## src/design/segtr_queue.sv

```systemverilog
// Two-entry queue of classified items between the front and back ends.
module segtr_queue #(
  parameter int unsigned WIDTH = 32
) (
  input  logic             clk_i,
  input  logic             rst_ni,
  input  logic             push_valid_i,
  input  logic [WIDTH-1:0] push_data_i,
  output logic             full_o,
  output logic             pop_valid_o,
  output logic [WIDTH-1:0] pop_data_o,
  input  logic             pop_ready_i
);
  logic [WIDTH-1:0] mem_q [2];
  logic             wr_ptr_q;
  logic             rd_ptr_q;
  logic [1:0]       cnt_q;
  logic             pop;

  assign pop         = pop_valid_o && pop_ready_i;
  assign full_o      = cnt_q == 2'd2;
  assign pop_valid_o = cnt_q != 2'd0;
  assign pop_data_o  = mem_q[rd_ptr_q];

  always_ff @(posedge clk_i or negedge rst_ni) begin
    if (!rst_ni) begin
      wr_ptr_q <= 1'b0;
      rd_ptr_q <= 1'b0;
      cnt_q    <= 2'd0;
    end else begin
      if (push_valid_i) begin
        wr_ptr_q <= !wr_ptr_q;
      end
      if (pop) begin
        rd_ptr_q <= !rd_ptr_q;
      end
      cnt_q <= cnt_q + 2'(push_valid_i) - 2'(pop);
    end
  end

  always_ff @(posedge clk_i) begin
    if (push_valid_i) begin
      mem_q[wr_ptr_q] <= push_data_i;
    end
  end
endmodule

```

## config.mk

```make
export PLATFORM = sky130hd
export DESIGN_NAME = segtr_queue
export DESIGN_NICKNAME = d
export VERILOG_FILES = /design/src/design/segtr_queue.sv
export SDC_FILE = /design/constraint.sdc
export NUM_CORES = 1
export LEC_CHECK = 0
export BUFFER_PORTS_ARGS = -buffer_cell sky130_fd_sc_hd__buf_2
export CELL_PAD_IN_SITES_DETAIL_PLACEMENT = 0
export CELL_PAD_IN_SITES_GLOBAL_PLACEMENT = 1
export CORE_ASPECT_RATIO = 0.5
export CORE_UTILIZATION = 46
export CTS_BUF_LIST = sky130_fd_sc_hd__clkbuf_2
export DETAILED_ROUTE_END_ITERATION = 8
export PLACE_DENSITY = 0.8
export SLEW_MARGIN = 25
export SYNTH_ARGS = -nofsm -noshare
export SYNTH_HDL_FRONTEND = slang
export SYNTH_SLANG_ARGS = --single-unit
```

## constraint.sdc

```tcl
create_clock -name clk_i -period 3.05 [get_ports clk_i]
set_input_delay 0.61 -clock clk_i [delete_from_list [all_inputs] [get_ports clk_i]]
set_output_delay 0.61 -clock clk_i [all_outputs]
set_load 0.01 [all_outputs]
```

==> reports/summary.txt <==
post-synthesis adder-cell area fraction: 0.940%
hold buffers post-CTS: 1
min Tclk post-route: 2520 ps
register area share after synthesis: 75.9%
nets@finish: 234
WHS Path Cells: 1
TritonRoute pass-1 iters: 3
Synth Cell Area: 2660 sq um
CP Max Fanout: 18
biggest area consumer among synthesized cells: edfxtp_1
Non-Filler Instances: 273
Worst-path clk slew: 160 ps
Initial Util: 48.1%
status: finished, final reports clean
HPWL Detailed: 2630 microns
vias in the first global route: 1,342
placed insts: 257
initial antenna violation count: 0
Post-Synth Simple-Gate Area: 0.940%
max incr delay on CP: 740 ps
hold path start: push_data_i[21]
Final Setup Violations: 0
slowest stage cell on the critical path: dfrtp_2
first-pass GRT wire length: 6120 microns
die height: 55.8 microns
DR WL/cell: 14.1 microns
crit end category: output pin
Core ar.: 5540 sq um
Cells after Synth: 117
Yosys warning count: 0
PD cells: 861 nW/um^2
clock buffer depth: 2
largest net degree at the start of global routing: 33
root buf cell: clkbuf_2
Worst slew margin: 38.8%
final-report hold violation count: 0
Residual DRC: 0
worst endpoint required time: 2440 ps
Initial DRC Count: 36
worst-path cell chain: buf_12 -> mux2_2 -> buf_2
Via density: 4.70
reg-to-reg endpoint: cnt_q[1]
period utilisation layout: 82.6%
Num Clock Sinks: 68
GRT Util Overall: 14.2%
Placer Congestion: 0.632
Min-Delay Endpoint: mem_q[1][21]
Final Skew: 10.4 ps
layout cell share with drive strength beyond 1: 59.0%
total die area: 6110 sq um
most common cell after layout, fill and taps aside: buf_2
total congestion overflow: 0
Ports: 70
WHS: 355 ps
Critical Path AT: 1910 ps
Yosys top cell area share: 72.2%
post-synthesis mux area share: 17.6%
FP Rows: 19
f_max: 397 MHz
Setup Buffers After CTS: 0
final setup TNS: 0 ps
Die X: 110 microns
XOR/XNOR Fraction of Synth Area: 1.32%
worst r2r src: cnt_q[1]
Vias: 1,282
Antenna Cells: 0
CTS H-Tree Depth: 3
Placed Area: 3060 sq um
Synth Register Bits: 68
Reg2Reg Setup Slack: 1470 ps
Setup CP Type: register to output pin
Num CTS Buffers: 9
Tightest Hold Check Type: primary input to register
maximum vdd drop: 0.406 mV
post-route ant nets: 0
most frequent cells in the layout: 69 x buf_2, 64 x edfxtp_1, 29 x mux2_4, 11 x clkbuf_2
number of gates resized after CTS: 0
drt total wl: 3840 microns
Synth cell types: 14
Port Buffer Count: 69
worst-margin pin slew: 917 ps
Non-Filler Cell Area, Final: 3170 sq um
Layout Area Growth over Synthesis: 19.1%
synth top area cells: edfxtp_1 72%, mux2_4 16%, dfrtp_1 3.8%
Syn Area/Cell: 22.8 sq um
P_leak: 1.31 nW
Syn Nets: 155
Fill cells: 451
clock latency on the worst-skew pair: 430 ps
CTS tree: yes
largest family of logic cells by synthesized area: multiplexers
Max Cap Viol: 0
worst r2r path cells: 6
compound-gate portion of the synthesized area: 0.282%
RSZ-0062 raised after global routing: false
CP Launch Type: register
Final Slew Violations: 0
==> synth_stat cells <==
master	count
mux2_4	29
ha_1	2
buf_12	3
mux2_2	3
dfrtp_1	4
or2_2	1
nor2b_1	2
xnor2_1	2
inv_1	2
xor2_1	2
edfxtp_1	64
and2_1	1
buf_6	1
o21a_1	1
==> per-layer routing <==
layer | GRT usage, % | part of all wire [%] | up-vias
li1 | - | - | 612
met1 | 15.3 | 39 | 632
met2 | 25.2 | 56 | 31
met3 | 4.57 | 4.1 | 7
met4 | 6.86 | 1.3 | 0
met5 | 0 | 0 | -
==> state kept, by name, summed over array words and instances, names as in the netlist <==
| signal | flops |
|---|---|
| cnt_q | 2 |
| mem_q | 64 |
| rd_ptr_q | 1 |
| wr_ptr_q | 1 |
==> critical path: cells and delay by family, from the launching register on <==
kind,cells,cell delay [ps]
buf+inv,2,390
flops,1,740
mux,1,350
==> per-stage QoR <==
step / setup slack (ps) / total power [mW] / utilization, %
global route: 389 / 2.89 / 57.2
global placement: 1020 / 2.29 / 55.3
floorplan: 568 / 2.09 / -
finish: 531 / 2.73 / 57.2
detailed placement: 984 / 2.32 / 55.3
CTS: 459 / 2.78 / 57.2
==> worst max-delay path by stage <==
stage                 startpoint             end  slack [ps]  depth (start not counted)
finish                  rd_ptr_q   pop_data_o[1]         530                          3
global route            rd_ptr_q   pop_data_o[1]         390                          3
CTS                     rd_ptr_q   pop_data_o[1]         460                          3
detailed placement      rd_ptr_q   pop_data_o[1]         980                          3
global placement        rd_ptr_q  pop_data_o[31]        1020                          3
floorplan           push_valid_i     mem_q[0][0]         570                          1
==> layout make-up <==
type	instances	area [sq um]	area share, %
Multi-Input combinational cell	43	569	18.0
Clock buffer	11	55.1	1.74
Clock inverter	4	41.3	1.30
Inverter	2	7.51	0.237
Sequential cell	68	2020	63.8
Timing Repair Buffer	72	383	12.1
Tap cell	73	91.3	2.88
==> where the power goes <==
part | switching, mW | leakage, nW | internal, mW
Sequential | 0.119 | 0.646 | 1.25
Clock | 0.262 | 0.0645 | 0.185
Combinational | 0.406 | 0.595 | 0.513
==> cell families after synthesis <==
logic type      after synthesis
flops                        68
mux                          32
buf+inv                       6
xor+xnor                      4
simple gates                  4
fa+ha+maj                     2
compound gates                1
(Power assumes the default switching activity.)
