File: src/design/segtr_pkg.sv
// Shared types, codes and helper functions of the segment tree range reducer.
package segtr_pkg;

  localparam int unsigned LEAVES_DEF = 1024;
  localparam int unsigned CFG_IDX_W  = 1;
  localparam int unsigned DATA_W     = 32;

  typedef enum logic [CFG_IDX_W-1:0] {
    CFG_COMBINE_OP = 1'b0,
    CFG_FILL_VALUE = 1'b1
  } cfg_reg_e;

  typedef enum logic [2:0] {
    OP_ADD = 3'd0,
    OP_MUL = 3'd1,
    OP_MIN = 3'd2,
    OP_MAX = 3'd3,
    OP_AND = 3'd4,
    OP_OR  = 3'd5,
    OP_XOR = 3'd6
  } op_e;

  typedef enum logic [1:0] {
    CMD_SET   = 2'd0,
    CMD_GET   = 2'd1,
    CMD_QUERY = 2'd2,
    CMD_CLEAR = 2'd3
  } cmd_e;

  typedef enum logic [3:0] {
    B_SWEEP,
    B_IDLE,
    B_SET_WR,
    B_SET_CMB,
    B_GET_WAIT,
    B_Q_INIT,
    B_Q_STEP,
    B_Q_CMB,
    B_DELIVER
  } back_state_e;

  function automatic int unsigned span_of(input int unsigned leaves);
    int unsigned s;
    s = 1;
    while (s < leaves) s = s * 2;
    return s;
  endfunction

  function automatic int unsigned node_w_of(input int unsigned leaves);
    return $clog2(2 * span_of(leaves)) + 1;
  endfunction

endpackage

File: src/design/segtr_if.sv
// Handshake channels for items, results and register writes.
interface segtr_in_if;
  logic               valid;
  logic               ready;
  logic [1:0]         command;
  logic [9:0]         leaf_index;
  logic signed [31:0] leaf_value;
  logic [10:0]        range_low;
  logic [10:0]        range_high;
  modport source(output valid, command, leaf_index, leaf_value, range_low, range_high,
                 input ready);
  modport sink(input valid, command, leaf_index, leaf_value, range_low, range_high,
               output ready);
endinterface


File: src/design/segtr_front.sv
// Front end: accepts items, clamps ranges and maps leaves to tree nodes.
module segtr_front #(
  parameter int unsigned LEAVES = segtr_pkg::LEAVES_DEF,
  parameter int unsigned ENT_W  = 2 + 3 * segtr_pkg::node_w_of(LEAVES) + 32
) (
  segtr_in_if.sink          in_i,
  input  logic              init_busy_i,
  input  logic              q_full_i,
  output logic              push_valid_o,
  output logic [ENT_W-1:0]  push_data_o
);
  import segtr_pkg::*;

  localparam int unsigned SPAN = span_of(LEAVES);
  localparam int unsigned NW   = node_w_of(LEAVES);

  logic          leaf_ok;
  logic [NW-1:0] node;
  logic [NW-1:0] lo_c;
  logic [NW-1:0] hi_c;
  logic [NW-1:0] lo_n;
  logic [NW-1:0] hi_n;
  cmd_e          cmd;

  assign in_i.ready = !init_busy_i && !q_full_i;
  assign cmd        = cmd_e'(in_i.command);
  assign leaf_ok    = 32'(in_i.leaf_index) < 32'(LEAVES);
  assign node       = leaf_ok ? NW'(in_i.leaf_index) + NW'(SPAN) : '0;

  always_comb begin
    lo_c = (32'(in_i.range_low) > 32'(LEAVES)) ? NW'(LEAVES) : NW'(in_i.range_low);
    hi_c = (32'(in_i.range_high) > 32'(LEAVES)) ? NW'(LEAVES) : NW'(in_i.range_high);
    if (lo_c < hi_c) begin
      lo_n = lo_c + NW'(SPAN);
      hi_n = hi_c + NW'(SPAN);
    end else begin
      lo_n = '0;
      hi_n = '0;
    end
  end

  // A set of a leaf beyond the tree is accepted and dropped.
  assign push_valid_o = in_i.valid && in_i.ready && !(cmd == CMD_SET && !leaf_ok);
  assign push_data_o  = {in_i.command, node, lo_n, hi_n, in_i.leaf_value};
endmodule

File: src/flat_wrapper.sv
// flat-port wrapper written by rule: the top's interface ports become plain ports
module segtr_front_flat import segtr_pkg::*;
#(
  parameter int unsigned LEAVES = segtr_pkg::LEAVES_DEF,
  parameter int unsigned ENT_W  = 2 + 3 * segtr_pkg::node_w_of(LEAVES) + 32
)
  (init_busy_i, q_full_i, push_valid_o, push_data_o, in_i_valid, in_i_command, in_i_leaf_index, in_i_leaf_value, in_i_range_low, in_i_range_high, in_i_ready);
  segtr_in_if in_i_i ();
  input  logic init_busy_i;
  input  logic q_full_i;
  output logic push_valid_o;
  output logic [ENT_W-1:0] push_data_o;
  input wire logic [$bits(in_i_i.valid)-1:0] in_i_valid;
  input wire logic [$bits(in_i_i.command)-1:0] in_i_command;
  input wire logic [$bits(in_i_i.leaf_index)-1:0] in_i_leaf_index;
  input wire logic [$bits(in_i_i.leaf_value)-1:0] in_i_leaf_value;
  input wire logic [$bits(in_i_i.range_low)-1:0] in_i_range_low;
  input wire logic [$bits(in_i_i.range_high)-1:0] in_i_range_high;
  output wire logic [$bits(in_i_i.ready)-1:0] in_i_ready;
  assign in_i_i.valid = in_i_valid;
  assign in_i_i.command = in_i_command;
  assign in_i_i.leaf_index = in_i_leaf_index;
  assign in_i_i.leaf_value = in_i_leaf_value;
  assign in_i_i.range_low = in_i_range_low;
  assign in_i_i.range_high = in_i_range_high;
  assign in_i_ready = in_i_i.ready;
  segtr_front #(.LEAVES(LEAVES), .ENT_W(ENT_W)) u_core (.in_i(in_i_i), .init_busy_i(init_busy_i), .q_full_i(q_full_i), .push_valid_o(push_valid_o), .push_data_o(push_data_o));
endmodule
File: config.mk
export PLATFORM = sky130hd
export DESIGN_NAME = segtr_front_flat
export DESIGN_NICKNAME = d
export VERILOG_FILES = /design/src/design/segtr_pkg.sv /design/src/design/segtr_if.sv /design/src/design/segtr_front.sv /design/src/flat_wrapper.sv
export SDC_FILE = /design/constraint.sdc
export NUM_CORES = 1
export LEC_CHECK = 0
export BUFFER_PORTS_ARGS = -buffer_cell sky130_fd_sc_hd__buf_2
export CAP_MARGIN = 40
export CORE_MARGIN = 2
export CORE_UTILIZATION = 34
export DETAILED_ROUTE_END_ITERATION = 10
export GPL_ROUTABILITY_DRIVEN = 0
export PLACE_DENSITY = 0.94
export SKIP_LAST_GASP = 1
export SLEW_MARGIN = 0
export SYNTH_ARGS = -nofsm -noshare
export SYNTH_HDL_FRONTEND = slang
export SYNTH_SLANG_ARGS = --single-unit
File: constraint.sdc
create_clock -name vclk -period 5.3
set_clock_uncertainty 0.2 [all_clocks]
set_input_delay 1.06 -clock vclk [all_inputs]
set_output_delay 1.06 -clock vclk [all_outputs]
set_load 0.02 [all_outputs]
==> results.json, run 1 <==
{
  "status": "completed",
  "num_io_pins": 141,
  "routed_wl_um": 2259,
  "die_w_um": 57.23,
  "num-nets-final": 213,
  "fmax_mhz": 219.7,
  "syn_to_final_growth_pct": -8.571,
  "grt-ovfl-total": 0,
  "cap_violations": 0,
  "path_buf_inv": 4,
  "critPathCaptureType": "output port",
  "final-seq-area_um2": 0,
  "grt_pass1_vias": 755,
  "holdWs_ps": 1920,
  "postCtsSetupRepairBufs": 0,
  "cp_max_fo": 13,
  "cpPeakStageDelay_ps": 430,
  "grt_pass1_wl_um": 3312,
  "slew_headroom_pct": 54.88,
  "finalInstanceArea_um2": 880.8,
  "crit_path_end": "push_data_o[33]",
  "critPathRequiredTime_ps": 4040,
  "setup-tns-final_ps": 0,
  "setup_viol": 0,
  "critical_path.cell_chain": "buf_2, inv_1, nand2_1, ha_1, nand3_1, o21ba_2, a21oi_2, buf_4, nor4_1, buf_2",
  "drtIter0Drc": 14,
  "whs_path_depth": 0,
  "layout-drive-gt1-share_pct": 46.97,
  "syn_inst": 132,
  "port_buffers": 51,
  "final-hold-violation-count": 0,
  "fin_util_pct": 32.22,
  "dp_hpwl_um": 1927,
  "ys_seq_area_share_pct": 0,
  "rsz0062_at_grt": "no",
  "critical_path.top_delay_family": "buffers and inverters",
  "critical_path.most_common_cell": "buf_2",
  "n_clock_buffer": 0,
  "start_util_pct": 35.24,
  "wl_per_cell_um": 13.86,
  "slowest_stage": "a21oi_2",
  "final_cell_mix": "buf_2, nand2_1, nor4_1",
  "worst_setup_path_start_kind": "primary input",
  "diodes": 0,
  "dpl_cell_area_um2": 880.8,
  "startpoint": "in_i_range_high[10]",
  "vias": 859,
  "die_area_um2": 3275,
  "syn_area_um2": 963.4,
  "vdd_drop_max_v": 0.00003838,
  "antenna_found_initial": 0,
  "path_depth": 10,
  "syn_nets": 211,
  "tightest_slew_ps": 676.7,
  "avgSynthCellArea_um2": 7.299,
  "die_y_um": 57.23,
  "min_period_ps": 4551,
  "coreArea_um2": 2734,
  "power.density_nw_per_um2": 108.5,
  "arrival_ps": 3290,
  "ys_warn_count": 0,
  "slew_violations": 0,
  "grt_start_max_net_pins": 21,
  "cts_hold_buf": 0,
  "critPathKind": "in -> out",
  "cts_resized": 0,
  "seq_cell_count": 0,
  "num_rows": 19,
  "viasPerCell": 5.270,
  "ant_nets": 0,
  "period_share_pct": 85.86,
  "hold_path.class": "in -> out",
  "track_usage_pct": 12.28,
  "yosysUniqueCellTypes": 27,
  "firstDrtPassIters": 4,
  "p_leak_nw": 0.4577,
  "drc_errors": 0,
  "layout_commonest_cell": "buf_2"
}
[worst min-delay path by stage]
stage	slack, ps	start	endpoint
3_3_place_gp	1920	in_i_leaf_value[11]	push_data_o[11]
4_1_cts	1920	in_i_leaf_value[11]	push_data_o[11]
5_1_grt	1920	in_i_leaf_value[4]	push_data_o[4]
2_1_floorplan	2000	init_busy_i	in_i_ready
3_5_place_dp	1920	in_i_leaf_value[11]	push_data_o[11]
6_report	1920	in_i_leaf_value[26]	push_data_o[26]
[through the flow]
stage | power (mW) | cells | setup slack (ps)
5_1_grt | 0.1051 | 163 | 532.8
3_3_place_gp | 0.09458 | 163 | 854.8
3_5_place_dp | 0.09631 | 163 | 745.8
2_1_floorplan | 0.1170 | 132 | 1005
6_report | 0.09556 | 163 | 749.2
4_1_cts | 0.09667 | 163 | 748.0
[kinds of logic (layout without fill, tap and decap cells)]
family / Yosys count / in the layout / synth area share, %
AND/OR/NAND/NOR: 55 / 55 / 33.12
buffers and inverters: 55 / 55 / 41.82
adder cells (fa/ha/maj): 10 / 10 / 12.99
AO/OA/AOI/OAI: 10 / 10 / 11.30
other: 2 / 2 / 0.7795
[cell usage after synthesis]
cell	count	area share [%]
nor2_1	3	1.2
o21ai_2	1	0.91
buf_4	48	37
clkbuf_1	3	1.2
nand2_1	14	5.5
a21oi_1	1	0.52
a21o_1	1	0.78
a2111oi_4	1	2.9
and2_1	1	0.65
nand4_1	1	0.65
nor4_1	13	8.4
a211oi_4	1	2.1
nor4b_1	6	5.5
o21ai_0	1	0.52
conb_1	2	0.78
buf_2	1	0.52
nor2b_1	9	5.8
nand3_1	1	0.52
buf_6	2	2.3
o21ba_2	1	1.0
inv_1	1	0.39
nand2b_4	1	1.4
nor2b_2	1	0.91
o21a_1	1	0.78
nor3_1	5	2.6
a21oi_2	2	1.8
ha_1	10	13
[power breakdown]
group	switching, mW	internal [mW]
Sequential	0	0
Combinational	0.0585	0.0371
Clock	0	0
[cell type report]
type,instances,area [um^2]
fillers,310,1853
inverters,1,3.754
multi-input cells,77,560.5
well taps,31,38.79
repair buffers,54,277.8
[routing by layer]
| layer | vias up | GRT usage, % | part of all wire [%] |
|---|---|---|---|
| li1 | 415 | - | - |
| met5 | - | 0 | 0 |
| met1 | 383 | 13.76 | 39 |
| met3 | 16 | 3.855 | 10 |
| met4 | 0 | 4.651 | 3.3 |
| met2 | 45 | 21.67 | 47 |
Power figures use the tool's default switching activity.
==> run 2: changes to the inputs <==
--- a/config.mk
+++ b/config.mk
@@ -8,10 +8,10 @@
 export BUFFER_PORTS_ARGS = -buffer_cell sky130_fd_sc_hd__buf_2
 export CAP_MARGIN = 40
 export CORE_MARGIN = 2
-export CORE_UTILIZATION = 34
+export CORE_UTILIZATION = 28
 export DETAILED_ROUTE_END_ITERATION = 10
 export GPL_ROUTABILITY_DRIVEN = 0
-export PLACE_DENSITY = 0.94
+export PLACE_DENSITY = 0.84
 export SKIP_LAST_GASP = 1
 export SLEW_MARGIN = 0
 export SYNTH_ARGS = -nofsm -noshare
==> constraint.sdc (replaced) <==
create_clock -name vclk -period 3.7
set_clock_uncertainty 0.2 [all_clocks]
set_input_delay 0.74 -clock vclk [all_inputs]
set_output_delay 0.74 -clock vclk [all_outputs]
set_load 0.02 [all_outputs]
==> run 2 against run 1 <==
  * Critical endpoint is now push_data_o[44]
  * Cell count grew 11%
  * Count of clock-buffer cells in the layout is the same
  * Sequential cell count is the same
  * First-iteration DRC count grew to 4.6 times the previous value
  * Wire length grew 5.4%
  * Die area grew 20%
  * Non-clock buffer count grew 3
  * Utilization shrank 3.9 points
  * Sequential share of layout area is the same
  * Largest power group unchanged
  * Largest cell class unchanged
  * Total power grew 50%
  * Setup slack lost 610 ps
==> results.json, run 2 (synthesized netlist as in run 1, its figures left out) <==
{
  "slew_violations": 0,
  "n_clock_buffer": 0,
  "critPathRequiredTime_ps": 2760,
  "critPathCaptureType": "output port",
  "grt-busiest-layer": "met2",
  "drtIter0Drc": 64,
  "coreArea_um2": 3311,
  "final-hold-violation-count": 0,
  "layout_commonest_cell": "buf_2",
  "antenna_found_initial": 0,
  "final_cells": 181,
  "period_share_pct": 96.20,
  "port_buffers": 51,
  "firstDrtPassIters": 4,
  "routed_wl_um": 2382,
  "rsz0062_at_grt": "no",
  "cp_max_fo": 12,
  "die_area_um2": 3926,
  "seq_cell_count": 0,
  "grt_start_max_net_pins": 15,
  "hold_path.class": "in -> out",
  "grt_pass1_wl_um": 3829,
  "die_w_um": 62.66,
  "ant_nets": 0,
  "nFillCells": 398,
  "die_y_um": 62.66,
  "vdd_drop_max_v": 0.00003108,
  "grt_pass1_vias": 809,
  "layout-drive-gt1-share_pct": 50.37,
  "power.density_nw_per_um2": 152.3,
  "finalPower_mw": 0.1429,
  "use_met3_pct": 3.784,
  "dp_hpwl_um": 2058,
  "final-seq-area_um2": 0,
  "setup-tns-final_ps": 0,
  "place_ws_ps": 44.86,
  "track_usage_pct": 11.51,
  "min_period_ps": 3559,
  "place_inst": 180,
  "diodes": 0,
  "num_rows": 21,
  "vias": 861,
  "syn_to_final_growth_pct": -2.597,
  "drc_errors": 0,
  "met2_usage_pct": 19.76,
  "critPathKind": "in -> out",
  "num-nets-final": 216,
  "wl_per_cell_um": 13.16,
  "cap_violations": 0,
  "start_util_pct": 29.10,
  "arrival_ps": 2620,
  "p_leak_nw": 0.4706,
  "fin_ws_ps": 140.6,
  "use_met1_pct": 12.75,
  "setup_viol": 0,
  "grt-ovfl-total": 0,
  "status": "completed",
  "worst_setup_path_start_kind": "primary input",
  "viasPerCell": 4.757,
  "num_io_pins": 141,
  "final_cell_mix": "buf_2, nand2_1, nor4_1",
  "fmax_mhz": 280.9
}
run 2: metal layers:
metal	vias up	wire length, um
met4	0	116
met5	-	0
met1	374	885
li1	420	-
met2	47	1108
met3	20	271
run 2: cell type report:
cell class / count / area (um^2) / area share, %
well taps: 46 / 57.56 / 6.133
multi-input cells: 77 / 573.1 / 61.07
repair buffers: 57 / 300.3 / 32.00
inverters: 1 / 7.507 / 0.8000
run 2: timing repair:
action | CTS | global route
hold buffers | 0 | 0
resized for setup | 0 | 3
endpoints found under the setup margin | 0 | 14
buffers inserted | 0 | 1
run 2: through the flow:
| step | instance area (um^2) | util, % | hold WS (ps) |
|---|---|---|---|
| after floorplan | 963.4 | - | 1360 |
| after global placement | 914.6 | 27.63 | 1280 |
| after detailed placement | 914.6 | 27.63 | 1280 |
| after CTS | 914.6 | 27.63 | 1280 |
| after global routing | 938.4 | 28.34 | 1280 |
| final | 938.4 | 28.34 | 1280 |
run 2: power breakdown:
group | internal, mW | switching (mW) | total [mW]
registers | 0 | 0 | 0
clock network | 0 | 0 | 0
logic | 0.0569 | 0.0859 | 0.143
total | 0.0569 | 0.0859 | 0.143
run 2: path summary, 6_finish.rpt:
kind | startpoint | endpoint | slack, ps | cells after the start
setup / recovery | in_i_range_high[10] | push_data_o[44] | 140 | 10
hold / removal | in_i_leaf_value[10] | push_data_o[10] | 1280 | 0
run 2: worst max-delay path: stages:
cell        delay, ps
buf_2             130
clkinvlp_4        210
nand2_1           140
ha_1              260
nand3_1           180
o21ba_2           180
a21oi_2            50
buf_4             180
nor4b_1           320
buf_2             230
==> run 3: changes to the inputs <==
--- a/config.mk
+++ b/config.mk
@@ -12,6 +12,7 @@
 export DETAILED_ROUTE_END_ITERATION = 10
 export GPL_ROUTABILITY_DRIVEN = 0
 export PLACE_DENSITY = 0.84
+export RECOVER_POWER = 100
 export SKIP_LAST_GASP = 1
 export SLEW_MARGIN = 0
 export SYNTH_ARGS = -nofsm -noshare
==> run 3 against run 2 <==
  * Utilization decreased by 0.94 points
  * Critical path type unchanged
  * Total power decreased by 4.5%
  * Setup slack improved by 23 ps
  * Sequential share of layout area unchanged
  * Largest power group unchanged
==> results.json, run 3 (synthesized netlist as in run 1, its figures left out) <==
{
  "setup-tns-final_ps": 0,
  "seq_cell_count": 0,
  "viasPerCell": 4.746,
  "critPathKind": "in -> out",
  "num_rows": 21,
  "die_area_um2": 3926,
  "power.density_nw_per_um2": 150.4,
  "path_buf_inv": 4,
  "firstDrtPassIters": 4,
  "syn_to_final_growth_pct": -5.844,
  "holdWs_ps": 1280,
  "final_cell_mix": "buf_2, clkbuf_2, nand2_1",
  "setup_viol": 0,
  "drtIter0Drc": 52,
  "finalInstanceArea_um2": 907.1,
  "critical_path.cell_chain": "buf_2, clkinvlp_4, nand2_1, ha_1, a211oi_1, a2111oi_2, buf_4, nor4b_1, clkbuf_2",
  "final-hold-violation-count": 0,
  "rsz0062_at_grt": "no",
  "arrival_ps": 2600,
  "start_util_pct": 29.10,
  "antenna_found_initial": 0,
  "grt_pass1_wl_um": 3829,
  "wl_per_cell_um": 13.20,
  "p_leak_nw": 0.4479,
  "critPathRequiredTime_ps": 2760,
  "n_clock_buffer": 0,
  "critical_path.top_delay_family": "buffers and inverters",
  "final-seq-area_um2": 0,
  "slowest_stage": "a211oi_1",
  "cpPeakStageDelay_ps": 290,
  "track_usage_pct": 11.51,
  "met2_length_um": 1115,
  "port_buffers": 51,
  "coreArea_um2": 3311,
  "num-nets-final": 216,
  "fin_util_pct": 27.40,
  "routed_wl_um": 2389,
  "layout-drive-gt1-share_pct": 47.41,
  "num_io_pins": 141,
  "met3_length_um": 279,
  "vias": 859,
  "wl_met1_um": 876,
  "dpl_cell_area_um2": 914.6,
  "top_layer": "met4",
  "dp_hpwl_um": 2058,
  "period_share_pct": 95.58,
  "drc_errors": 0,
  "die_w_um": 62.66,
  "status": "completed",
  "worst_setup_path_start_kind": "primary input",
  "diodes": 0,
  "vdd_drop_max_v": 0.00003062,
  "layout_commonest_cell": "buf_2",
  "cap_violations": 0,
  "grt_start_max_net_pins": 15,
  "min_period_ps": 3537,
  "cp_max_fo": 14,
  "die_y_um": 62.66,
  "ant_nets": 0,
  "hold_path.class": "in -> out",
  "grt_pass1_vias": 809,
  "slew_violations": 0,
  "critPathCaptureType": "output port",
  "fmax_mhz": 282.8,
  "grt-ovfl-total": 0
}
-- run 3: cell type report --
type / instances / area (um^2)
fillers: 406 / 2404
inverters: 1 / 7.507
multi-input cells: 77 / 548.0
well taps: 46 / 57.56
repair buffers: 57 / 294.0
-- run 3: report_power, final --
| part | internal, mW | switching, mW |
|---|---|---|
| logic | 0.0538 | 0.0826 |
| clock network | 0 | 0 |
| registers | 0 | 0 |
| total | 0.0538 | 0.0826 |
-- run 3: path summary, 6_finish.rpt --
kind,slack [ps],to,start,cells after the start
min,1280,push_data_o[10],in_i_leaf_value[10],0
max,160,push_data_o[45],in_i_range_high[10],9
-- run 3: per-stage QoR --
step           setup slack, ps  total power, mW  cells
2_1_floorplan            45.17           0.1676    132
3_3_place_gp             102.2           0.1396    180
3_5_place_dp             44.86           0.1415    180
4_1_cts                  46.76           0.1418    180
5_1_grt                  11.59           0.1509    181
6_report                 163.5           0.1364    181
-- run 3: layer usage --
layer	track usage, %	vias to the layer above
met5	0	-
met1	12.75	376
li1	-	418
met3	3.784	20
met4	5.556	0
met2	19.76	45
-- run 3: what timing repair did --
item,in CTS,in global routing
setup endpoints to repair,0,14
buffers inserted,0,1
resized for setup,0,3
hold buffers,0,0
